--- src/hw/rtl/fbba_pkg.sv ---
// Shared types and constants of the frame transient bump allocator.
// Used by the top, controller and datapath modules in hw/rtl; depends on nothing else.
package fbba_pkg;

  localparam int SLOTS_PER_TYPE_DEF = 16;
  localparam int TYPE_COUNT_DEF     = 2;

  localparam int IN_DATA_W  = 104;
  localparam int IN_USER_W  = 3;
  localparam int OUT_DATA_W = 104;
  localparam int OUT_USER_W = 3;
  localparam int CFG_IDX_W  = 2;
  localparam int CFG_DATA_W = 32;

  localparam logic [7:0]  STALE_AGE_RST  = 8'd8;
  localparam logic [31:0] MIN_TARGET_RST = 32'h0010_0000;
  localparam logic [31:0] MAX_TARGET_RST = 32'h0400_0000;
  localparam logic [4:0]  STEP_LOG2_RST  = 5'd20;

  typedef enum logic [1:0] {
    CMD_ALLOC      = 2'd0,
    CMD_TICK_BEGIN = 2'd1,
    CMD_TICK_END   = 2'd2,
    CMD_NOP        = 2'd3
  } cmd_t;

  typedef enum logic [2:0] {
    EV_GRANT = 3'd0,
    EV_EMPTY = 3'd1,
    EV_FREED = 3'd2,
    EV_DONE  = 3'd3,
    EV_FULL  = 3'd4
  } event_t;

  typedef enum logic [1:0] {
    CFG_STALE_AGE  = 2'd0,
    CFG_MIN_TARGET = 2'd1,
    CFG_MAX_TARGET = 2'd2,
    CFG_STEP_LOG2  = 2'd3
  } cfg_reg_t;

  typedef enum logic [4:0] {
    ST_IDLE, ST_DECODE, ST_E_EMPTY, ST_E_FULL, ST_E_DONE, ST_TICK_END,
    ST_A_HEAD, ST_A_SLOT, ST_A_LAT, ST_A_CHK, ST_A_FIND, ST_A_OPEN,
    ST_G_CALC, ST_G_EMIT,
    ST_F_INIT, ST_F_HEAD, ST_F_SLOT, ST_F_LAT, ST_F_DEC,
    ST_U_INIT, ST_U_HEAD, ST_U_SLOT, ST_U_LAT, ST_U_DEC, ST_TB_DONE
  } state_t;

  typedef enum logic [4:0] {
    OP_NONE, OP_LATCH, OP_EMPTY, OP_FULL, OP_DONE, OP_TICK_END, OP_TB_START,
    OP_QRD_FREE, OP_QRD_USED, OP_SRD, OP_SLAT, OP_MISS, OP_FIND, OP_OPEN,
    OP_GCALC, OP_GRANT, OP_FINIT, OP_FDEC, OP_UINIT, OP_UDEC, OP_NEXT_TYPE,
    OP_TB_DONE
  } op_t;

  typedef struct packed {
    cmd_t cmd;
    logic size_zero;
    logic type_bad;
    logic free_empty;
    logic rem_zero;
    logic top_fits;
    logic idle_found;
    logic f_release;
    logic u_held;
    logic u_stale;
    logic type_last;
    logic out_free;
  } dp_status_t;

endpackage

--- src/hw/rtl/fbba_ctrl.sv ---
// Controller state machine of the bump allocator: sequences allocate walks,
// tick begin sweeps and result emission. Depends on fbba_pkg.
module fbba_ctrl (
  input  logic                   clk,
  input  logic                   rst,
  input  logic                   s_tvalid,
  output logic                   s_tready,
  input  fbba_pkg::dp_status_t   status,
  output fbba_pkg::op_t          op
);

  fbba_pkg::state_t state, state_next;

  always_ff @(posedge clk) begin
    if (rst) begin
      state <= fbba_pkg::ST_IDLE;
    end else begin
      state <= state_next;
    end
  end

  always_comb begin
    state_next = state;
    op         = fbba_pkg::OP_NONE;
    s_tready   = 1'b0;
    unique case (state)
      fbba_pkg::ST_IDLE: begin
        s_tready = 1'b1;
        if (s_tvalid) begin
          op         = fbba_pkg::OP_LATCH;
          state_next = fbba_pkg::ST_DECODE;
        end
      end
      fbba_pkg::ST_DECODE: begin
        unique case (status.cmd)
          fbba_pkg::CMD_ALLOC: begin
            if (status.size_zero) begin
              state_next = fbba_pkg::ST_E_EMPTY;
            end else if (status.type_bad) begin
              state_next = fbba_pkg::ST_E_FULL;
            end else begin
              state_next = fbba_pkg::ST_A_HEAD;
            end
          end
          fbba_pkg::CMD_TICK_BEGIN: begin
            op         = fbba_pkg::OP_TB_START;
            state_next = fbba_pkg::ST_F_INIT;
          end
          fbba_pkg::CMD_TICK_END: state_next = fbba_pkg::ST_TICK_END;
          fbba_pkg::CMD_NOP:      state_next = fbba_pkg::ST_E_DONE;
        endcase
      end
      fbba_pkg::ST_E_EMPTY: begin
        if (status.out_free) begin
          op         = fbba_pkg::OP_EMPTY;
          state_next = fbba_pkg::ST_IDLE;
        end
      end
      fbba_pkg::ST_E_FULL: begin
        if (status.out_free) begin
          op         = fbba_pkg::OP_FULL;
          state_next = fbba_pkg::ST_IDLE;
        end
      end
      fbba_pkg::ST_E_DONE: begin
        if (status.out_free) begin
          op         = fbba_pkg::OP_DONE;
          state_next = fbba_pkg::ST_IDLE;
        end
      end
      fbba_pkg::ST_TICK_END: begin
        if (status.out_free) begin
          op         = fbba_pkg::OP_TICK_END;
          state_next = fbba_pkg::ST_IDLE;
        end
      end
      fbba_pkg::ST_A_HEAD: begin
        if (status.free_empty) begin
          state_next = fbba_pkg::ST_A_FIND;
        end else begin
          op         = fbba_pkg::OP_QRD_FREE;
          state_next = fbba_pkg::ST_A_SLOT;
        end
      end
      fbba_pkg::ST_A_SLOT: begin
        op         = fbba_pkg::OP_SRD;
        state_next = fbba_pkg::ST_A_LAT;
      end
      fbba_pkg::ST_A_LAT: begin
        op         = fbba_pkg::OP_SLAT;
        state_next = fbba_pkg::ST_A_CHK;
      end
      fbba_pkg::ST_A_CHK: begin
        if (status.top_fits) begin
          state_next = fbba_pkg::ST_G_CALC;
        end else begin
          op         = fbba_pkg::OP_MISS;
          state_next = fbba_pkg::ST_A_HEAD;
        end
      end
      fbba_pkg::ST_A_FIND: begin
        if (status.idle_found) begin
          op         = fbba_pkg::OP_FIND;
          state_next = fbba_pkg::ST_A_OPEN;
        end else begin
          state_next = fbba_pkg::ST_E_FULL;
        end
      end
      fbba_pkg::ST_A_OPEN: begin
        op         = fbba_pkg::OP_OPEN;
        state_next = fbba_pkg::ST_G_CALC;
      end
      fbba_pkg::ST_G_CALC: begin
        op         = fbba_pkg::OP_GCALC;
        state_next = fbba_pkg::ST_G_EMIT;
      end
      fbba_pkg::ST_G_EMIT: begin
        if (status.out_free) begin
          op         = fbba_pkg::OP_GRANT;
          state_next = fbba_pkg::ST_IDLE;
        end
      end
      fbba_pkg::ST_F_INIT: begin
        op         = fbba_pkg::OP_FINIT;
        state_next = fbba_pkg::ST_F_HEAD;
      end
      fbba_pkg::ST_F_HEAD: begin
        if (status.rem_zero) begin
          state_next = fbba_pkg::ST_U_INIT;
        end else begin
          op         = fbba_pkg::OP_QRD_FREE;
          state_next = fbba_pkg::ST_F_SLOT;
        end
      end
      fbba_pkg::ST_F_SLOT: begin
        op         = fbba_pkg::OP_SRD;
        state_next = fbba_pkg::ST_F_LAT;
      end
      fbba_pkg::ST_F_LAT: begin
        op         = fbba_pkg::OP_SLAT;
        state_next = fbba_pkg::ST_F_DEC;
      end
      fbba_pkg::ST_F_DEC: begin
        // A freed slot produces a result, so it waits for the output register.
        if (!status.f_release || status.out_free) begin
          op         = fbba_pkg::OP_FDEC;
          state_next = fbba_pkg::ST_F_HEAD;
        end
      end
      fbba_pkg::ST_U_INIT: begin
        op         = fbba_pkg::OP_UINIT;
        state_next = fbba_pkg::ST_U_HEAD;
      end
      fbba_pkg::ST_U_HEAD: begin
        if (status.rem_zero) begin
          if (status.type_last) begin
            state_next = fbba_pkg::ST_TB_DONE;
          end else begin
            op         = fbba_pkg::OP_NEXT_TYPE;
            state_next = fbba_pkg::ST_F_INIT;
          end
        end else begin
          op         = fbba_pkg::OP_QRD_USED;
          state_next = fbba_pkg::ST_U_SLOT;
        end
      end
      fbba_pkg::ST_U_SLOT: begin
        op         = fbba_pkg::OP_SRD;
        state_next = fbba_pkg::ST_U_LAT;
      end
      fbba_pkg::ST_U_LAT: begin
        op         = fbba_pkg::OP_SLAT;
        state_next = fbba_pkg::ST_U_DEC;
      end
      fbba_pkg::ST_U_DEC: begin
        if (status.u_held || !status.u_stale || status.out_free) begin
          op         = fbba_pkg::OP_UDEC;
          state_next = fbba_pkg::ST_U_HEAD;
        end
      end
      fbba_pkg::ST_TB_DONE: begin
        if (status.out_free) begin
          op         = fbba_pkg::OP_TB_DONE;
          state_next = fbba_pkg::ST_IDLE;
        end
      end
      default: state_next = fbba_pkg::ST_IDLE;
    endcase
  end

endmodule

--- config.mk ---
export PLATFORM = sky130hd
export DESIGN_NAME = fbba_ctrl
export DESIGN_NICKNAME = d
export VERILOG_FILES = /design/src/hw/rtl/fbba_pkg.sv /design/src/hw/rtl/fbba_ctrl.sv
export SDC_FILE = /design/constraint.sdc
export NUM_CORES = 1
export LEC_CHECK = 0
export BUFFER_PORTS_ARGS = -buffer_cell sky130_fd_sc_hd__buf_2
export CORE_ASPECT_RATIO = 0.9
export CORE_MARGIN = 2
export CORE_UTILIZATION = 34
export CTS_BUF_LIST = sky130_fd_sc_hd__clkbuf_16
export DETAILED_ROUTE_END_ITERATION = 10
export PLACE_DENSITY = 0.5
export SLEW_MARGIN = 10
export SYNTH_ARGS = -nofsm -noshare
export SYNTH_HDL_FRONTEND = slang
export SYNTH_SLANG_ARGS = --single-unit
--- constraint.sdc ---
create_clock -name clk -period 1.9 [get_ports clk]
set_input_delay 0.285 -clock clk [delete_from_list [all_inputs] [get_ports clk]]
set_output_delay 0.285 -clock clk [all_outputs]
set_load 0.01 [all_outputs]
==> metrics.txt, run 1 <==
most frequent cells in the layout 36 x buf_4, 21 x buf_2, 15 x a21oi_1; Cell Chain, Critical Path buf_12 -> nor4_4 -> buf_4 -> nand4b_1 -> o21ai_1 -> nand3b_1 -> buf_2; cell row count 18; final WL 4380 um; Critical Path RT approximately 1600 ps; Tot GR Track Use 0.253; fill count approximately 260; Slew @ Worst Pin 460 ps; Total Neg Setup Slack -253 ps; CTS H-tree depth 1; Pint approximately 1.4 mW; WP data arrival 1690 ps; maximum clock rate between 500 and 600 MHz; Final Power roughly 2.4 mW; layout cells sized above 1 0.398; registers with the most flip-flops state x5; post-synthesis register bit count 5; Clk Latency, worst-skew pair between 200 and 250 ps; initial antenna violation count 0; crit end category output port; Slew Limit Fails 0; Clk pwr share 0.146; synthesis warning total 0; grt ovf 0; Synth area leader dfxtp_1; asr flop ratio synth 0; max reg flops 5; Die Y around 56 um; Comb power frac 0.755; clock skew around 0.84 ps; largest net degree at the start of global routing 26; Nets between 200 and 250; Routed WL per cell between 15 and 20 um; Placed Cells 238; crit share post-route 1.04; area grow syn2layout 63.6%; number of synthesized flops with an enable pin 0; final setup fails 5; number of vias per cell 5.99; sequential fraction of the synthesis area 0.0970; post-synth top area share 0.0970; fin crit period 1970 ps; syn_nets 180; cell at the slowest stage of the critical path dfxtp_2; # clock sinks 5; Crit path max-delay family simple AND/OR/NAND/NOR gates; DR pass1 iterations 4; CP max stage delay between 300 and 400 ps; Mapped Avg Cell Area 6.29 um2; WS Path Type reg2out; gpl congestion 0.923; first-pass GRT wire length about 6600 um; CTS tree done; fin cells about 260; Ports 22; overall die area roughly 3500 um2; synth top area cells dfxtp_1 9.7%, a21oi_1 7.8%, nand2_1 5.1%; dpl hpwl 2760 um; Die Span X 62.1 um; Post-CTS Hold Buffers 0; Worst Hold Class in2reg; status finished, violations left; TritonCTS Buffers 3; number of routed nets with antenna violations 0; Top reg by flops state; CP Max Fanout 11; slack of the critical path -74.9 ps; Leak 0.723 nW; Cell variety after synth 44; Clk pin slew, worst setup/hold paths about 40 ps; relative slew slack 0.689; Placed Area 1370 um2; Synth Flop Type dfxtp_1; clock tree buffer depth 2; max-cap violation count 0; commonest non-fill, non-tap cell in the layout buf_4; Iteration-0 DRC Markers ~180; Finished Cell Area about 1700 um2; P_sw just over 1 mW; root buf cell clkbuf_16; Sequential Power Share 0.100; PwrDens roughly 1400 nW/um2; flop2flop setup slack -30 ps; Starting Density 0.367; violated checks setup timing; RSZ-0062 raised after global routing yes; number of global-route vias before repair around 1400; worst hold margin approximately 350 ps; Synth Cell Area approximately 1000 um2; DRC 0; Setup crit start kind flip-flop; core area roughly 2800 um2; Via Count around 1500; Post-Synthesis Cells 164; # diodes 0; Final Hold Viols 0; input/output buffers 21; Net Sw Frac 0.431; Max VDD drop just under 0.6 mV; CP bufs+invs 3
-- power by group through the flow --
stage                     combinational, mW  sequential (mW)  clock (mW)
after floorplan                       0.868            0.168           0
after global placement                 1.39            0.201           0
after detailed placement               1.39            0.203           0
after CTS                              1.63            0.219       0.345
after global routing                   1.92            0.239       0.356
final                                  1.79            0.237       0.346
-- layout make-up --
class                   instances  area (um2)  area share
clock buffers                   3        75.1      0.0444
clock inverters                 1        3.75     0.00222
inverters                       7        26.3      0.0156
multi-input cells             137         897       0.531
flip-flops and latches          5         111      0.0659
well taps                      40        50.0      0.0296
repair buffers                 63         526       0.311
-- cell families after synthesis --
| family | synth area share |
|---|---|
| compound gates | 0.378 |
| xor+xnor | 0.00849 |
| buf+inv | 0.0921 |
| flops | 0.0970 |
| mux | 0.00970 |
| simple gates | 0.415 |
-- through the flow --
step	setup slack, ps	util
floorplan	183	-
global placement	-31.6	0.485
detailed placement	-64.2	0.485
CTS	-30.9	0.576
global route	-146	0.600
finish	-74.9	0.600
-- what timing repair did --
action                                  CTS  global route
cloned                                    2             1
endpoints found under the setup margin    8             8
pin swaps                                 3             1
setup buffers                            10             1
resized for setup                        13            10
-- layer usage --
| layer | share of wire | vias to the layer above | global-route usage | wire, um |
|---|---|---|---|---|
| li1 | - | 721 | - | - |
| met1 | 0.39 | 705 | 0.351 | 1710 |
| met3 | 0.098 | 8 | 0.0230 | 429 |
| met2 | 0.49 | 99 | 0.390 | 2130 |
| met4 | 0.022 | 0 | 0.103 | 97 |
| met5 | 0 | - | 0 | 0 |
-- cells in the mapped netlist, drive strengths merged, types with 2 or more instances --
master and count:
a2bb2oi 2, nor3b 2, o22ai 7, buf 11
a22oi 2, o21ai 8, dfxtp 5, inv 7
nor2b 7, or3 3, a31oi 3, nor2 14
nor3 7, o211ai 2, nand3 7, clkbuf 4
nand3b 4, a21oi 16, o311ai 2, o41ai 2
nand2 14, nand2b 7, o32ai 6, and2 5
-- path summary, 6_finish.rpt --
| kind | start | to | cells after the start |
|---|---|---|---|
| worst max-delay path | state[1]$_SDFFE_PP0P_ | op[2] | 7 |
| worst min-delay path | rst | state[1]$_SDFFE_PP0P_ | 2 |
| worst max register to register | state[0]$_SDFFE_PP0P_ | state[3]$_SDFFE_PP0P_ | 9 |
| worst min register to register | state[3]$_SDFFE_PP0P_ | state[3]$_SDFFE_PP0P_ | 2 |
Note: power is estimated with default switching activity, not from simulation.
==> inputs of run 2 (changes only) <==
Settings changed: CORE_UTILIZATION 34 to 54, GPL_TIMING_DRIVEN set to 0, PLACE_DENSITY 0.5 to 0.75.
==> run 2 against run 1 <==
Effect of this change: utilization grew 29 points; flip-flop and latch count did not move; first-iteration DRC count up 31%; the flow still finishes with violations (setup timing); power shrank 1.5%; count of clock-buffer cells in the layout stayed put; non-clock buffer count down 13; sequential share of layout area is 0.79 points higher; design area fell by 8.7%; critical endpoint is now op[0]; wire length up 29%.
==> metrics.txt, run 2 (synthesized netlist as in run 1, its figures left out) <==
number of routed nets with antenna violations 0; Setup crit start kind flip-flop; Ports 22; first-pass GRT wire length 7340 um; Comb power frac 0.746; CP max stage delay between 300 and 400 ps; TritonCTS Buffers 3; violated checks setup timing; PwrDens ~1500 nW/um2; P_sw roughly 1.2 mW; WP data arrival roughly 1800 ps; Clk Latency, worst-skew pair 230 ps; crit end category output port; fin crit period about 2100 ps; relative slew slack 0.539; registers with the most flip-flops state x5; clock skew around 7 ps; CP Max Fanout 10; largest net degree at the start of global routing 11; Sequential Power Share 0.103; max reg flops 5; dpl hpwl approximately 2500 um; Iteration-0 DRC Markers 234; DRC 0; layout cells sized above 1 0.374; Finished Cell Area roughly 1500 um2; Pint 1.15 mW; initial antenna violation count 0; Worst Hold Class in2reg; overall die area 2280 um2; core area 1730 um2; Placed Area approximately 1200 um2; Critical Path RT roughly 1600 ps; CTS H-tree depth 1; Routed WL per cell 24.8 um; # clock sinks 5; final setup fails 6; maximum clock rate between 400 and 500 MHz; Final Power 2.34 mW; RSZ-0062 raised after global routing yes; fill count between 80 and 90; WS Path Type reg2out; Top reg by flops state; slack of the critical path -184 ps; CP bufs+invs 2; Total Neg Setup Slack -763 ps; cell row count 14; # diodes 0; max-cap violation count 0; Die Span X ~50 um; final WL between 5000 and 6000 um; Die Y about 45 um; DR pass1 iterations 6; input/output buffers 20; gpl congestion 1.01; fin util 0.890; status finished, violations left; Starting Density 0.595; Clk pwr share 0.151; clock tree buffer depth 2; most frequent cells in the layout 20 x buf_2, 17 x buf_4, 14 x a21oi_1; Cell Chain, Critical Path buf_6 -> nand3b_1 -> o21ai_1 -> a32oi_2 -> o211ai_1 -> or3_1 -> buf_2; Via Count about 1800; crit share post-route 1.10; grt ovf 0; CTS tree done; Crit path max-delay family simple AND/OR/NAND/NOR gates; Clk pin slew, worst setup/hold paths 30 ps; number of vias per cell 7.94; Slew Limit Fails 0; Net Sw Frac 0.507; commonest non-fill, non-tap cell in the layout buf_2; Max VDD drop roughly 1.3 mV; Tot GR Track Use 0.432; root buf cell clkbuf_16; Leak approximately 0.63 nW; Nets 220; cell at the slowest stage of the critical path dfxtp_4; Final Hold Viols 0; number of global-route vias before repair 1474; area grow syn2layout 49.5%; Slew @ Worst Pin about 670 ps
[run 2: changes by cell type in the layout (fill, tap and decap cells not counted), sizes merged]
| cell | change |
|---|---|
| buf | -12 |
| bufbuf | -2 |
| clkbuf | +1 |
[run 2: path summary, 6_finish.rpt]
kind                         start                     to  slack (ps)  depth (start not counted)
max          state[1]$_SDFFE_PP0P_                  op[0]        -180                          7
min                            rst  state[1]$_SDFFE_PP0P_         360                          2
max reg2reg  state[4]$_SDFFE_PP0P_  state[0]$_SDFFE_PP0P_         -50                          6
min reg2reg  state[0]$_SDFFE_PP0P_  state[0]$_SDFFE_PP0P_         900                          4
[run 2: layer usage]
layer / vias up / global-route usage / routed length [um]
li1: 694 / - / -
met1: 775 / 0.550 / 1890
met2: 235 / 0.682 / 2210
met3: 98 / 0.115 / 948
met4: 0 / 0.211 / 588
met5: - / 0 / 0
[run 2: power by group through the flow]
stage	logic, mW	registers (mW)	clock network, mW
CTS	1.38	0.213	0.346
floorplan	0.868	0.168	0
global placement	1.16	0.174	0
global route	1.78	0.239	0.360
finish	1.75	0.241	0.354
detailed placement	1.17	0.176	0
[run 2: worst reg2reg max path, cell delays in order, from the launching register on]
cell	delay (ps)
dfxtp_4	420
buf_8	170
buf_4	150
o21ai_0	150
a2111oi_0	690
nor4b_1	130
o32ai_1	140
[run 2: what timing repair did]
action	in CTS	in global routing
buffers inserted	9	7
gates resized for setup	37	24
setup endpoints to repair	6	10
hold buffers	0	0
pin swaps	7	4
[run 2: cell type report]
cell class | count | area [um2] | area share
multi-input cells | 137 | 922 | 0.598
repair buffers | 36 | 228 | 0.148
clock inverters | 1 | 3.75 | 0.00243
well taps | 24 | 30.0 | 0.0195
plain buffers | 14 | 144 | 0.0933
flip-flops and latches | 5 | 114 | 0.0738
inverters | 7 | 26.3 | 0.0170
clock buffers | 3 | 75.1 | 0.0487
[run 2: per-stage QoR]
stage,std cells,setup slack (ps),hold slack (ps)
CTS,220,-167,343
global route,227,-193,368
global placement,208,-204,554
finish,227,-184,365
detailed placement,208,-203,573
floorplan,164,183,387
==> inputs of run 3 (changes only) <==
Settings changed: REMOVE_ABC_BUFFERS set to 1.
==> run 3 against run 2 <==
Effect of this change: the run still ends with setup timing left; design area rose by 0.65%; count of clock-buffer cells in the layout unchanged; clock skew is 5.4 ps lower; maximum frequency grew 3.5%; wire length is 7.5% lower; global-route usage down 1.8 points; non-clock buffer count is 4 lower; power up 0.87%; sequential share of layout area up 0.27 points; combinational power down 3%; critical endpoint unchanged.
==> metrics.txt, run 3 (synthesized netlist as in run 1, its figures left out) <==
status finished, violations left; violated checks setup timing; RSZ-0062 raised after global routing yes; Final Power roughly 2.4 mW; Critical Path RT around 1600 ps; overall die area 2280 um2; Leak slightly above 0.6 nW; Placed Cells between 150 and 200; PwrDens 1520 nW/um2; # diodes 0; most frequent cells in the layout 21 x buf_2, 20 x buf_4, 14 x nand2_1, 14 x a21oi_1, 13 x nor2_1; root buf cell clkbuf_16; Top reg by flops state; crit share post-route 1.06; Routed WL per cell approximately 23 um; Via Count around 1700; number of routed nets with antenna violations 0; CTS H-tree depth 1; slack of the critical path -113 ps; Clk Latency, worst-skew pair around 230 ps; number of vias per cell ~7.6; area grow syn2layout 50.4%; cell row count 14; CP bufs+invs 2; Starting Density 0.595; WS Path Type reg2out; DR pass1 iterations 5; Ports 22; Final Hold Viols 0; CTS tree done; # clock sinks 5; Slew @ Worst Pin about 480 ps; CP max stage delay just over 400 ps; initial antenna violation count 0; Worst Hold Class in2reg; DRC 0; Tot GR Track Use 0.414; worst hold margin 386 ps; number of global-route vias before repair between 1000 and 1500; fin cells approximately 220; Die Span X around 50 um; registers with the most flip-flops state x5; dpl hpwl approximately 2100 um; Slew Limit Fails 0; Die Y ~45 um; input/output buffers 21; WP data arrival 1730 ps; layout cells sized above 1 0.397; gpl congestion about 0.91; Crit path max-delay family compound AO/OA/AOI/OAI gates; cell at the slowest stage of the critical path dfxtp_4; TritonCTS Buffers 3; Clk pin slew, worst setup/hold paths 40 ps; Iteration-0 DRC Markers between 150 and 200; final WL between 5000 and 6000 um; grt ovf 0; CP Max Fanout 7; pre-CTS setup slack -592 ps; clock tree buffer depth 2; commonest non-fill, non-tap cell in the layout buf_2; largest net degree at the start of global routing 19; Setup crit start kind flip-flop; fin util 0.895; maximum clock rate 497 MHz; max-cap violation count 0; clock skew 1.52 ps; core area approximately 1700 um2; crit end category output port; Cell Chain, Critical Path buf_6 -> o21ai_1 -> a32oi_2 -> o211ai_1 -> or3_1 -> buf_2; max reg flops 5; relative slew slack 0.677; Nets approximately 220; Max VDD drop 1.28 mV; final setup fails 10; first-pass GRT wire length 6980 um; fin crit period ~2000 ps
run 3: changes by cell type in the layout (fill, tap and decap cells not counted), sizes merged:
| cell | before | now |
|---|---|---|
| inv | 8 | 7 |
| clkbuf | 5 | 3 |
| clkinvlp | 0 | 1 |
| buf | 48 | 46 |
run 3: worst paths after layout:
kind / from / end / slack (ps) / depth (start not counted)
hold reg to reg: state[3]$_SDFFE_PP0P_ / state[3]$_SDFFE_PP0P_ / 710 / 2
setup / recovery: state[1]$_SDFFE_PP0P_ / op[0] / -110 / 6
setup reg to reg: state[0]$_SDFFE_PP0P_ / state[2]$_SDFFE_PP0P_ / -70 / 7
hold / removal: rst / state[0]$_SDFFE_PP0P_ / 390 / 2
run 3: power breakdown:
group / leakage (nW) / switching (mW) / internal, mW
logic: 0.534 / 0.950 / 0.753
registers: 0.0445 / 0.136 / 0.162
clock network: 0.0423 / 0.0870 / 0.274
total: 0.621 / 1.17 / 1.19
run 3: layout make-up:
type | instances | area [um2]
Clock buffer | 3 | 75.1
Clock inverter | 1 | 3.75
Fill cell | 74 | 181
Inverter | 7 | 30.0
Multi-Input combinational cell | 137 | 966
Sequential cell | 5 | 119
Tap cell | 24 | 30.0
Timing Repair Buffer | 46 | 329
run 3: repair_timing:
action	in CTS	in global routing
endpoints found under the setup margin	11	10
setup buffers	14	11
hold buffers	0	0
pin swaps	2	8
endpoints found under the hold margin	0	0
gates resized for setup	20	24
run 3: stage by stage:
stage,cell area [um2],TNS [ps]
global placement,1100,-4960
floorplan,963,-618
finish,1550,-506
CTS,1360,-11.6
detailed placement,1100,-4680
global route,1550,-956
run 3: metal layers:
metal | wire length [um] | part of all wire | up-vias | GRT usage
li1 | - | - | 697 | -
met5 | 0 | 0 | - | 0
met1 | 1860 | 0.36 | 741 | 0.500
met2 | 2220 | 0.43 | 203 | 0.645
met4 | 384 | 0.074 | 0 | 0.283
met3 | 745 | 0.14 | 62 | 0.118
