==> src/hw/rtl/fbba_pkg.sv <==
// Shared types and constants of the frame transient bump allocator.
// Used by the top, controller and datapath modules in hw/rtl; depends on nothing else.
package fbba_pkg;

  localparam int SLOTS_PER_TYPE_DEF = 16;
  localparam int TYPE_COUNT_DEF     = 2;

  localparam int IN_DATA_W  = 104;
  localparam int IN_USER_W  = 3;
  localparam int OUT_DATA_W = 104;
  localparam int OUT_USER_W = 3;
  localparam int CFG_IDX_W  = 2;
  localparam int CFG_DATA_W = 32;

  localparam logic [7:0]  STALE_AGE_RST  = 8'd8;
  localparam logic [31:0] MIN_TARGET_RST = 32'h0010_0000;
  localparam logic [31:0] MAX_TARGET_RST = 32'h0400_0000;
  localparam logic [4:0]  STEP_LOG2_RST  = 5'd20;

  typedef enum logic [1:0] {
    CMD_ALLOC      = 2'd0,
    CMD_TICK_BEGIN = 2'd1,
    CMD_TICK_END   = 2'd2,
    CMD_NOP        = 2'd3
  } cmd_t;

  typedef enum logic [2:0] {
    EV_GRANT = 3'd0,
    EV_EMPTY = 3'd1,
    EV_FREED = 3'd2,
    EV_DONE  = 3'd3,
    EV_FULL  = 3'd4
  } event_t;

  typedef enum logic [1:0] {
    CFG_STALE_AGE  = 2'd0,
    CFG_MIN_TARGET = 2'd1,
    CFG_MAX_TARGET = 2'd2,
    CFG_STEP_LOG2  = 2'd3
  } cfg_reg_t;

  typedef enum logic [4:0] {
    ST_IDLE, ST_DECODE, ST_E_EMPTY, ST_E_FULL, ST_E_DONE, ST_TICK_END,
    ST_A_HEAD, ST_A_SLOT, ST_A_LAT, ST_A_CHK, ST_A_FIND, ST_A_OPEN,
    ST_G_CALC, ST_G_EMIT,
    ST_F_INIT, ST_F_HEAD, ST_F_SLOT, ST_F_LAT, ST_F_DEC,
    ST_U_INIT, ST_U_HEAD, ST_U_SLOT, ST_U_LAT, ST_U_DEC, ST_TB_DONE
  } state_t;

  typedef enum logic [4:0] {
    OP_NONE, OP_LATCH, OP_EMPTY, OP_FULL, OP_DONE, OP_TICK_END, OP_TB_START,
    OP_QRD_FREE, OP_QRD_USED, OP_SRD, OP_SLAT, OP_MISS, OP_FIND, OP_OPEN,
    OP_GCALC, OP_GRANT, OP_FINIT, OP_FDEC, OP_UINIT, OP_UDEC, OP_NEXT_TYPE,
    OP_TB_DONE
  } op_t;

  typedef struct packed {
    cmd_t cmd;
    logic size_zero;
    logic type_bad;
    logic free_empty;
    logic rem_zero;
    logic top_fits;
    logic idle_found;
    logic f_release;
    logic u_held;
    logic u_stale;
    logic type_last;
    logic out_free;
  } dp_status_t;

endpackage

==> src/hw/rtl/fbba_ram.sv <==
// Generic single write port RAM with one registered read port.
// Standalone; used by fbba_datapath for the slot table and the slot lists.
module fbba_ram #(
  parameter int WIDTH = 32,
  parameter int DEPTH = 32
) (
  input  logic                                  clk,
  input  logic                                  we,
  input  logic [(DEPTH > 1 ? $clog2(DEPTH) : 1)-1:0] waddr,
  input  logic [WIDTH-1:0]                      wdata,
  input  logic [(DEPTH > 1 ? $clog2(DEPTH) : 1)-1:0] raddr,
  output logic [WIDTH-1:0]                      rdata
);

  logic [WIDTH-1:0] mem [DEPTH];

  always_ff @(posedge clk) begin
    if (we) begin
      mem[waddr] <= wdata;
    end
    rdata <= mem[raddr];
  end

endmodule

==> src/hw/rtl/fbba_datapath.sv <==
// Datapath of the bump allocator: configuration, slot table, per-type slot
// lists, byte averages and the output register. Depends on fbba_pkg, fbba_ram.
module fbba_datapath #(
  parameter int SLOTS_PER_TYPE = fbba_pkg::SLOTS_PER_TYPE_DEF,
  parameter int TYPE_COUNT     = fbba_pkg::TYPE_COUNT_DEF
) (
  input  logic                              clk,
  input  logic                              rst,
  input  logic                              cfg_we,
  input  logic [fbba_pkg::CFG_IDX_W-1:0]    cfg_index,
  input  logic [fbba_pkg::CFG_DATA_W-1:0]   cfg_data,
  input  logic [fbba_pkg::IN_DATA_W-1:0]    s_tdata,
  input  logic [fbba_pkg::IN_USER_W-1:0]    s_tuser,
  input  fbba_pkg::op_t                     op,
  output fbba_pkg::dp_status_t              status,
  input  logic                              m_tready,
  output logic                              m_tvalid,
  output logic [fbba_pkg::OUT_DATA_W-1:0]   m_tdata,
  output logic [fbba_pkg::OUT_USER_W-1:0]   m_tuser,
  output logic                              m_tlast
);

  localparam int TOTAL = SLOTS_PER_TYPE * TYPE_COUNT;
  localparam int SW    = TOTAL > 1 ? $clog2(TOTAL) : 1;
  localparam int PW    = SLOTS_PER_TYPE > 1 ? $clog2(SLOTS_PER_TYPE) : 1;
  localparam int CW    = $clog2(SLOTS_PER_TYPE + 1);
  localparam int TW    = TYPE_COUNT > 1 ? $clog2(TYPE_COUNT) : 1;
  localparam int QD    = 2 * TOTAL;
  localparam int QAW   = $clog2(QD);

  // Configuration registers.
  logic [7:0]  stale_age;
  logic [31:0] min_target, max_target;
  logic [4:0]  step_log2;

  // Allocator state.
  logic [TOTAL-1:0] in_use;
  logic [PW-1:0]    free_head [TYPE_COUNT];
  logic [PW-1:0]    used_head [TYPE_COUNT];
  logic [CW-1:0]    free_cnt  [TYPE_COUNT];
  logic [CW-1:0]    used_cnt  [TYPE_COUNT];
  logic [31:0]      tick_bytes [TYPE_COUNT];
  logic [31:0]      size_avg   [TYPE_COUNT];
  logic [31:0]      cur_tick;

  // Current request.
  fbba_pkg::cmd_t cmd;
  logic        item_type;
  logic [31:0] req_size, completed, start_tick;
  logic [4:0]  align_log2;

  // Working registers.
  logic [TW-1:0] t;
  logic [CW-1:0] rem;
  logic [SW-1:0] s;
  logic [31:0]   top, cap, last_tick, avgc, new_top, used_bytes, created;

  // Output register.
  fbba_pkg::event_t out_ev;
  logic [4:0]  out_slot;
  logic [31:0] out_off, out_gsz, out_csz;
  logic        out_last;

  // Memories.
  logic           q_we;
  logic [QAW-1:0] q_waddr, q_raddr;
  logic [SW-1:0]  q_wdata, q_rdata;
  logic           sl_we;
  logic [95:0]    sl_wdata, sl_rdata;

  function automatic logic [PW-1:0] wrap_add(input logic [PW-1:0] h,
                                             input logic [CW-1:0] c);
    logic [CW:0] sum;
    sum = (CW+1)'(h) + (CW+1)'(c);
    if (sum >= (CW+1)'(SLOTS_PER_TYPE)) sum = sum - (CW+1)'(SLOTS_PER_TYPE);
    return PW'(sum);
  endfunction

  // The free lists take the lower half of the list RAM, the used lists the upper.
  function automatic logic [QAW-1:0] qaddr(input logic used, input logic [TW-1:0] ty,
                                           input logic [PW-1:0] pos);
    return (used ? QAW'(TOTAL) : QAW'(0)) + QAW'(ty) * QAW'(SLOTS_PER_TYPE) + QAW'(pos);
  endfunction

  fbba_ram #(.WIDTH(SW), .DEPTH(QD)) u_list_ram (
    .clk(clk), .we(q_we), .waddr(q_waddr), .wdata(q_wdata),
    .raddr(q_raddr), .rdata(q_rdata)
  );

  // Slot table word: capacity, top, last tick from high to low.
  fbba_ram #(.WIDTH(96), .DEPTH(TOTAL)) u_slot_ram (
    .clk(clk), .we(sl_we), .waddr(s), .wdata(sl_wdata),
    .raddr(q_rdata), .rdata(sl_rdata)
  );

  // Status toward the controller.
  logic          idle_found;
  logic [SW-1:0] idle_idx;
  logic          released, stale;

  always_comb begin
    logic [SW-1:0] cand;
    cand       = '0;
    idle_found = 1'b0;
    idle_idx   = '0;
    for (int i = SLOTS_PER_TYPE - 1; i >= 0; i--) begin
      cand = SW'(int'(t) * SLOTS_PER_TYPE + i);
      if (!in_use[cand]) begin
        idle_found = 1'b1;
        idle_idx   = cand;
      end
    end
  end

  assign released = last_tick <= completed;
  assign stale    = ({1'b0, last_tick} + {25'd0, stale_age}) < {1'b0, start_tick};

  always_comb begin
    status.cmd        = cmd;
    status.size_zero  = req_size == 32'd0;
    status.type_bad   = int'(item_type) >= TYPE_COUNT;
    status.free_empty = free_cnt[t] == '0;
    status.rem_zero   = rem == '0;
    status.top_fits   = top >= req_size;
    status.idle_found = idle_found;
    status.f_release  = released && stale;
    status.u_held     = !released;
    status.u_stale    = stale;
    status.type_last  = t == TW'(TYPE_COUNT - 1);
    status.out_free   = !m_tvalid || m_tready;
  end

  // Arithmetic for opening a slot and for a grant.
  logic [31:0] avg_clamped, target, cap_value, mask, nt_value;
  logic [32:0] step, rounded, byte_sum;

  always_comb begin
    avg_clamped = size_avg[t];
    if (avg_clamped < min_target) avg_clamped = min_target;
    if (avg_clamped > max_target) avg_clamped = max_target;
    target    = (avgc > req_size) ? avgc : req_size;
    step      = 33'd1 << step_log2;
    rounded   = ({1'b0, target} + step - 33'd1) & ~(step - 33'd1);
    cap_value = rounded[32] ? 32'hFFFF_FFFF : rounded[31:0];
    mask      = 32'hFFFF_FFFF << align_log2;
    nt_value  = (top - req_size) & mask;
    byte_sum  = {1'b0, tick_bytes[t]} + {1'b0, used_bytes};
  end

  // List and slot table writes.
  always_comb begin
    q_we     = 1'b0;
    q_waddr  = qaddr(1'b0, t, wrap_add(free_head[t], free_cnt[t]));
    q_wdata  = s;
    sl_we    = 1'b0;
    sl_wdata = {cap, new_top, cur_tick};
    q_raddr  = (op == fbba_pkg::OP_QRD_USED) ? qaddr(1'b1, t, used_head[t])
                                             : qaddr(1'b0, t, free_head[t]);
    case (op)
      fbba_pkg::OP_MISS: begin
        q_we    = used_cnt[t] < CW'(SLOTS_PER_TYPE);
        q_waddr = qaddr(1'b1, t, wrap_add(used_head[t], used_cnt[t]));
      end
      fbba_pkg::OP_OPEN: begin
        q_we    = 1'b1;
        q_waddr = qaddr(1'b0, t, '0);
      end
      fbba_pkg::OP_FDEC: q_we = !(released && stale);
      fbba_pkg::OP_UDEC: begin
        if (!released) begin
          q_we    = 1'b1;
          q_waddr = qaddr(1'b1, t, wrap_add(used_head[t], used_cnt[t]));
        end else begin
          // Released by the finished tick: rewind the slot to its full capacity.
          sl_we    = 1'b1;
          sl_wdata = {cap, cap, last_tick};
          q_we     = !stale && (free_cnt[t] < CW'(SLOTS_PER_TYPE));
        end
      end
      fbba_pkg::OP_GRANT: sl_we = 1'b1;
      default: ;
    endcase
  end

  logic emit;
  always_comb begin
    case (op)
      fbba_pkg::OP_EMPTY, fbba_pkg::OP_FULL, fbba_pkg::OP_DONE, fbba_pkg::OP_TICK_END,
      fbba_pkg::OP_GRANT, fbba_pkg::OP_TB_DONE: emit = 1'b1;
      fbba_pkg::OP_FDEC: emit = released && stale;
      fbba_pkg::OP_UDEC: emit = released && stale;
      default:           emit = 1'b0;
    endcase
  end

  // Control state.
  always_ff @(posedge clk) begin
    if (rst) begin
      stale_age  <= fbba_pkg::STALE_AGE_RST;
      min_target <= fbba_pkg::MIN_TARGET_RST;
      max_target <= fbba_pkg::MAX_TARGET_RST;
      step_log2  <= fbba_pkg::STEP_LOG2_RST;
      in_use     <= '0;
      cur_tick   <= '0;
      m_tvalid   <= 1'b0;
      for (int i = 0; i < TYPE_COUNT; i++) begin
        free_head[i]  <= '0;
        used_head[i]  <= '0;
        free_cnt[i]   <= '0;
        used_cnt[i]   <= '0;
        tick_bytes[i] <= '0;
        size_avg[i]   <= '0;
      end
    end else begin
      if (cfg_we) begin
        unique case (fbba_pkg::cfg_reg_t'(cfg_index))
          fbba_pkg::CFG_STALE_AGE:  stale_age  <= cfg_data[7:0];
          fbba_pkg::CFG_MIN_TARGET: min_target <= cfg_data;
          fbba_pkg::CFG_MAX_TARGET: max_target <= cfg_data;
          fbba_pkg::CFG_STEP_LOG2:  step_log2  <= cfg_data[4:0];
        endcase
      end
      if (emit) begin
        m_tvalid <= 1'b1;
      end else if (m_tready) begin
        m_tvalid <= 1'b0;
      end
      case (op)
        fbba_pkg::OP_MISS: begin
          free_head[t] <= wrap_add(free_head[t], CW'(1));
          free_cnt[t]  <= free_cnt[t] - CW'(1);
          if (used_cnt[t] < CW'(SLOTS_PER_TYPE)) used_cnt[t] <= used_cnt[t] + CW'(1);
        end
        fbba_pkg::OP_OPEN: begin
          in_use[s]    <= 1'b1;
          free_head[t] <= '0;
          free_cnt[t]  <= CW'(1);
        end
        fbba_pkg::OP_GRANT: begin
          tick_bytes[t] <= byte_sum[32] ? 32'hFFFF_FFFF : byte_sum[31:0];
        end
        fbba_pkg::OP_FDEC: begin
          free_head[t] <= wrap_add(free_head[t], CW'(1));
          if (released && stale) begin
            in_use[s]   <= 1'b0;
            free_cnt[t] <= free_cnt[t] - CW'(1);
          end
        end
        fbba_pkg::OP_UDEC: begin
          used_head[t] <= wrap_add(used_head[t], CW'(1));
          if (released) begin
            used_cnt[t] <= used_cnt[t] - CW'(1);
            if (stale) begin
              in_use[s] <= 1'b0;
            end else if (free_cnt[t] < CW'(SLOTS_PER_TYPE)) begin
              free_cnt[t] <= free_cnt[t] + CW'(1);
            end
          end
        end
        fbba_pkg::OP_TICK_END: begin
          for (int i = 0; i < TYPE_COUNT; i++) begin
            size_avg[i]   <= 32'(({1'b0, size_avg[i]} + {1'b0, tick_bytes[i]}) >> 1);
            tick_bytes[i] <= '0;
          end
        end
        fbba_pkg::OP_TB_DONE: cur_tick <= start_tick;
        default: ;
      endcase
    end
  end

  // Payload and working registers.
  always_ff @(posedge clk) begin
    case (op)
      fbba_pkg::OP_LATCH: begin
        cmd        <= fbba_pkg::cmd_t'(s_tuser[1:0]);
        item_type  <= s_tuser[2];
        t          <= TW'(s_tuser[2]);
        req_size   <= s_tdata[31:0];
        align_log2 <= s_tdata[36:32];
        completed  <= s_tdata[68:37];
        start_tick <= s_tdata[100:69];
        created    <= '0;
      end
      fbba_pkg::OP_TB_START:  t <= '0;
      fbba_pkg::OP_NEXT_TYPE: t <= t + TW'(1);
      fbba_pkg::OP_SRD:       s <= q_rdata;
      fbba_pkg::OP_SLAT:      {cap, top, last_tick} <= sl_rdata;
      fbba_pkg::OP_FIND: begin
        s    <= idle_idx;
        avgc <= avg_clamped;
      end
      fbba_pkg::OP_OPEN: begin
        cap     <= cap_value;
        top     <= cap_value;
        created <= cap_value;
      end
      fbba_pkg::OP_GCALC: begin
        new_top    <= nt_value;
        used_bytes <= top - nt_value;
      end
      fbba_pkg::OP_FINIT: rem <= free_cnt[t];
      fbba_pkg::OP_UINIT: rem <= used_cnt[t];
      fbba_pkg::OP_FDEC, fbba_pkg::OP_UDEC: rem <= rem - CW'(1);
      default: ;
    endcase

    if (emit) begin
      out_slot <= '0;
      out_off  <= '0;
      out_gsz  <= '0;
      out_csz  <= '0;
      out_last <= 1'b1;
      case (op)
        fbba_pkg::OP_EMPTY: out_ev <= fbba_pkg::EV_EMPTY;
        fbba_pkg::OP_FULL:  out_ev <= fbba_pkg::EV_FULL;
        fbba_pkg::OP_GRANT: begin
          out_ev   <= fbba_pkg::EV_GRANT;
          out_slot <= 5'(s);
          out_off  <= new_top;
          out_gsz  <= used_bytes;
          out_csz  <= created;
        end
        fbba_pkg::OP_FDEC, fbba_pkg::OP_UDEC: begin
          out_ev   <= fbba_pkg::EV_FREED;
          out_slot <= 5'(s);
          out_last <= 1'b0;
        end
        default: out_ev <= fbba_pkg::EV_DONE;
      endcase
    end
  end

  assign m_tdata = {3'd0, out_csz, out_gsz, out_off, out_slot};
  assign m_tuser = out_ev;
  assign m_tlast = out_last;

endmodule
==> config.mk <==
export PLATFORM = sky130hd
export DESIGN_NAME = fbba_datapath
export DESIGN_NICKNAME = d
export VERILOG_FILES = /design/src/hw/rtl/fbba_pkg.sv /design/src/hw/rtl/fbba_ram.sv /design/src/hw/rtl/fbba_datapath.sv
export SDC_FILE = /design/constraint.sdc
export NUM_CORES = 2
export LEC_CHECK = 0
export BUFFER_PORTS_ARGS = -buffer_cell sky130_fd_sc_hd__buf_2
export CORE_ASPECT_RATIO = 0.7
export CORE_UTILIZATION = 30
export CTS_CLUSTER_DIAMETER = 30
export DETAILED_ROUTE_END_ITERATION = 12
export SETUP_SLACK_MARGIN = 0.4
export SYNTH_ARGS = -nofsm -noshare
export SYNTH_HDL_FRONTEND = slang
export SYNTH_HIERARCHICAL = 1
export SYNTH_SLANG_ARGS = --single-unit
==> constraint.sdc <==
create_clock -name clk -period 14.09 [get_ports clk]
set_input_delay 0.7045 -clock clk [delete_from_list [all_inputs] [get_ports clk]]
set_output_delay 0.7045 -clock clk [all_outputs]
set_load 0.02 [all_outputs]
==> impl_results.rst <==
.. list-table::
   :header-rows: 1

   * - Metric
     - Value
   * - Wire length of the first global-routing pass
     - 780000 µm
   * - Maximum number of buffers from clock root to sink
     - 4
   * - Average wire length per cell after detail routing
     - 27.6 µm
   * - Maximum fanout along the worst path
     - 54
   * - Capturing element type of the critical path
     - register
   * - Layout cell share with drive strength beyond 1
     - 21.1%
   * - Register clock-pin slew on the reported worst setup and hold paths
     - 0.04 ns
   * - Kind of critical path
     - register to register
   * - Most common cell after layout, fill and taps aside
     - sky130_fd_sc_hd__edfxtp_1
   * - Setup WS pre-CTS
     - 5.52 ns
   * - Latest clock arrival within the worst-skew pair
     - 1.13 ns
   * - Global Route met3 Usage
     - 4.08%
   * - Total number of vias
     - 107000
   * - Final setup margin
     - 5.51 ns
   * - Hold Crit Class
     - input pin to register
   * - Detailed Place HPWL
     - 331000 µm
   * - Via count of the first global-routing pass
     - 102000
   * - Relative max-transition margin
     - 3.45%
   * - Largest net degree at the start of global routing
     - 115
   * - Vertical die dimension
     - 646 µm
   * - IO Port Bufs
     - 264
   * - Cell Area, Synth
     - 178000 µm²
   * - Antenna violations before repair
     - 57
   * - Worst path top cell family by delay
     - compound AO/OA/AOI/OAI gates
   * - Async set or reset register ratio after synthesis
     - 0%
   * - # IOs
     - 272
   * - Worst EP arrival
     - 9.43 ns
   * - Largest cells by area after synthesis
     - sky130_fd_sc_hd__edfxtp_1, sky130_fd_sc_hd__mux4_2, sky130_fd_sc_hd__mux2i_1, sky130_fd_sc_hd__ha_1, sky130_fd_sc_hd__dfxtp_1
   * - Number of DRC violations after detailed routing
     - 0
   * - Num CTS Buffers
     - 786
   * - Commonest register cell after synthesis
     - sky130_fd_sc_hd__edfxtp_1
   * - Met1 track demand over resource
     - 25.5%
   * - Count of standard-cell rows
     - 236
   * - Util after Layout
     - 37.0%
   * - Peak per-stage delay on the critical path
     - 0.79 ns
   * - Worst Path Required
     - 14.94 ns
   * - DIE AREA
     - 595000 µm²
   * - Critical Path, Cell by Cell
     - buf_4, mux2_2, ha_1, nand2_1, or4_1, a2111oi_0, o21ai_0, a21oi_1, o211ai_1, nand2_1, buf_4, mux2_2, ha_1, a21oi_1, nor3_1, a2111oi_0, o21ai_0, o221ai_1, nand2b_1, a2111oi_0, a31o_2, mux2_2
   * - Clock tree from TritonCTS
     - done
   * - Effective utilization at floorplan
     - 30.1%
   * - Setup TNS after final layout
     - 0 ns
   * - Worst-path cell with the longest stage delay
     - sky130_fd_sc_hd__a31o_2
   * - Die X
     - 922 µm
   * - Seq/Total Area, Yosys
     - 70.4%
   * - Cell count after placement
     - 18700
   * - Outcome
     - finished clean
   * - Drt total wl
     - 560000 µm
   * - Peak supply drop
     - 0.000135 V
   * - Routability cong.
     - 0.900
   * - Worst-Margin Slew
     - 1.43 ns
   * - Commonest cells after routing, fill and taps aside
     - sky130_fd_sc_hd__edfxtp_1, sky130_fd_sc_hd__mux2i_1, sky130_fd_sc_hd__clkbuf_16
   * - Global routing usage on met2
     - 27.4%
   * - RSZ-0062 raised after global routing
     - false
   * - Number of flops mapped to enable cells by yosys
     - 3999
   * - Maximum level of the CTS H-tree
     - 6
   * - Distinct cell type count of the synthesized netlist
     - 101
   * - Power Dens Cells
     - 169 nW/µm²
   * - Top cell type's share of synthesized area
     - 67.6%
   * - Pre-antenna DRT Iters
     - 6
   * - Flip-flop and latch count after synthesis
     - 4243
   * - Final antenna-violating net count
     - 0
   * - Average instance area after synthesis
     - 16.4 µm²
   * - LEAKAGE
     - 0.0774 µW
   * - Sum of overflow across all layers after global routing
     - 0
   * - Layout area overhead
     - 22.8%
   * - Net count reported at finish
     - 12300
   * - Final setup skew
     - 0.112 ns
   * - Number of warning messages in the yosys log
     - 6
   * - Number of DRC violations after detailed-routing iteration 0
     - 13200
   * - Cell taking the most area after synthesis
     - sky130_fd_sc_hd__edfxtp_1
   * - WP buf/inv
     - 2
   * - Critical path startpoint category
     - register
   * - Placeable Area
     - 590000 µm²
   * - Max-slew violation count
     - 0
   * - Count of instances resized after the clock tree is built
     - 0
   * - Post-route minimum period
     - 8.58 ns
   * - Final setup violation count
     - 0
   * - Post-route total power
     - 36900 µW
   * - Busiest layer in global routing
     - met2
   * - Hold Vio Cnt, Final
     - 0
   * - Fraction of the cycle the final worst path needs
     - 60.9%
   * - Clock root buffer
     - sky130_fd_sc_hd__clkbuf_16
   * - Layout Cells excl Fill
     - 20300
   * - Vias per cell
     - 5.24
   * - Max frequency
     - 117 MHz
   * - Maximum Capacitance Violations
     - 0
   * - TritonCTS Sinks
     - 4243
   * - Total track usage
     - 18.1%
   * - Number of instances in the synthesized netlist
     - 10800
[through the flow]
| step | area [µm²] | hold slack [ns] |
|---|---|---|
| finish | 218000 | 0.0859 |
| global route | 218000 | 0.0574 |
| CTS | 218000 | 0.0113 |
| detailed placement | 189000 | 0.389 |
| global placement | 189000 | 0.390 |
| floorplan | 178000 | 0.386 |
[registers in the layout (all words and copies together), names as in the netlist, 64 cells and up, named ones only]
register and cells:
size_avg 64, tick_bytes 64, u_list_ram/mem 320, u_slot_ram/mem 3072, u_slot_ram/rdata 96
[what timing repair did]
| action | CTS | global route |
|---|---|---|
| hold endpoints to repair | 157 | 0 |
| hold buffers | 132 | 0 |
| buffers inserted | 0 | 0 |
[power breakdown]
group	total, µW	internal (µW)	switching [µW]
sequential	14200	14000	245
clock	19400	12600	6800
combinational	3250	1240	2010
[logic make-up (layout without fill, tap and decap cells)]
logic type                 after synthesis  in the layout  share of synthesized area, %
AOI/OAI and AO/OA                     1676           1676                          6.44
xor gates and xnor gates               197            197                         0.972
adders and majority gates              410            410                          2.93
buffers and inverters                  871           2453                          2.14
DFF                                   4243           4243                          70.4
muxes                                 1511           1511                          11.9
other                                    1             36                       0.00211
and+or+nand+nor                       1937           1937                          5.22
[metal layers]
metal / wire, µm / vias up / part of all wire [%]
met5: 72 / - / 0.013
met4: 21400 / 12 / 3.8
met3: 56300 / 859 / 10
met2: 248000 / 5587 / 44
met1: 235000 / 55100 / 42
li1: - / 45000 / -
[cells in the mapped netlist (22+ instances only)]
| library cell | instances |
|---|---|
| sky130_fd_sc_hd__dfxtp_1 | 244 |
| sky130_fd_sc_hd__o21bai_1 | 22 |
| sky130_fd_sc_hd__clkbuf_1 | 272 |
| sky130_fd_sc_hd__nor2b_1 | 85 |
| sky130_fd_sc_hd__buf_1 | 43 |
| sky130_fd_sc_hd__and2_1 | 132 |
| sky130_fd_sc_hd__nand3_1 | 333 |
| sky130_fd_sc_hd__o21ai_0 | 186 |
| sky130_fd_sc_hd__a22oi_1 | 515 |
| sky130_fd_sc_hd__nand2b_1 | 46 |
| sky130_fd_sc_hd__a21o_1 | 137 |
| sky130_fd_sc_hd__o211ai_1 | 32 |
| sky130_fd_sc_hd__buf_2 | 133 |
| sky130_fd_sc_hd__ha_1 | 400 |
| sky130_fd_sc_hd__or3_1 | 25 |
| sky130_fd_sc_hd__nor3_1 | 70 |
| sky130_fd_sc_hd__buf_6 | 24 |
| sky130_fd_sc_hd__a31oi_1 | 92 |
| sky130_fd_sc_hd__buf_4 | 45 |
| sky130_fd_sc_hd__inv_1 | 350 |
| sky130_fd_sc_hd__nand4_1 | 114 |
| sky130_fd_sc_hd__mux2_2 | 201 |
| sky130_fd_sc_hd__and3_1 | 23 |
| sky130_fd_sc_hd__xnor2_1 | 130 |
| sky130_fd_sc_hd__a21oi_1 | 334 |
| sky130_fd_sc_hd__xor2_1 | 67 |
| sky130_fd_sc_hd__nand2_1 | 542 |
| sky130_fd_sc_hd__a22o_1 | 55 |
| sky130_fd_sc_hd__mux4_2 | 458 |
| sky130_fd_sc_hd__nor2_1 | 464 |
| sky130_fd_sc_hd__a211oi_1 | 41 |
| sky130_fd_sc_hd__nor4_1 | 24 |
| sky130_fd_sc_hd__o31ai_1 | 57 |
| sky130_fd_sc_hd__o21a_1 | 48 |
| sky130_fd_sc_hd__mux2i_1 | 848 |
| sky130_fd_sc_hd__edfxtp_1 | 3999 |
[cell type report]
type,count,area [µm²]
diodes,32,80.1
clock buffers,873,20300
clock inverters,611,7620
fillers,54500,372000
inverters,353,1330
multi-input cells,5735,49300
flip-flops and latches,4243,125000
well taps,7854,9830
repair buffers,616,4540
[worst paths after layout]
| check | from | depth (start not counted) | endpoint | slack, ns |
|---|---|---|---|---|
| worst max-delay path | register | 22 | avgc[17] | 5.51 |
| worst min register to register | u_slot_ram/rdata[4] | 0 | last_tick[4] | 0.40 |
| worst min-delay path | op[0] | 2 | m_tuser[0] | 0.09 |
| worst max register to register | register | 22 | avgc[17] | 5.51 |
[worst register-to-register path, stage by stage (launching register included)]
cell,delay [ns]
sky130_fd_sc_hd__dfxtp_4,0.70
sky130_fd_sc_hd__buf_4,0.82
sky130_fd_sc_hd__mux2_2,0.54
sky130_fd_sc_hd__ha_1,0.33
sky130_fd_sc_hd__nand2_1,0.07
sky130_fd_sc_hd__or4_1,0.59
sky130_fd_sc_hd__a2111oi_0,0.39
sky130_fd_sc_hd__o21ai_0,0.23
sky130_fd_sc_hd__a21oi_1,0.25
sky130_fd_sc_hd__o211ai_1,0.12
sky130_fd_sc_hd__nand2_1,0.32
sky130_fd_sc_hd__buf_4,0.41
sky130_fd_sc_hd__mux2_2,0.42
sky130_fd_sc_hd__ha_1,0.29
sky130_fd_sc_hd__a21oi_1,0.17
sky130_fd_sc_hd__nor3_1,0.06
sky130_fd_sc_hd__a2111oi_0,0.32
sky130_fd_sc_hd__o21ai_0,0.22
sky130_fd_sc_hd__o221ai_1,0.23
sky130_fd_sc_hd__nand2b_1,0.10
sky130_fd_sc_hd__a2111oi_0,0.47
sky130_fd_sc_hd__a31o_2,0.79
sky130_fd_sc_hd__mux2_2,0.44
No activity file was read; power rests on OpenSTA's default activity.
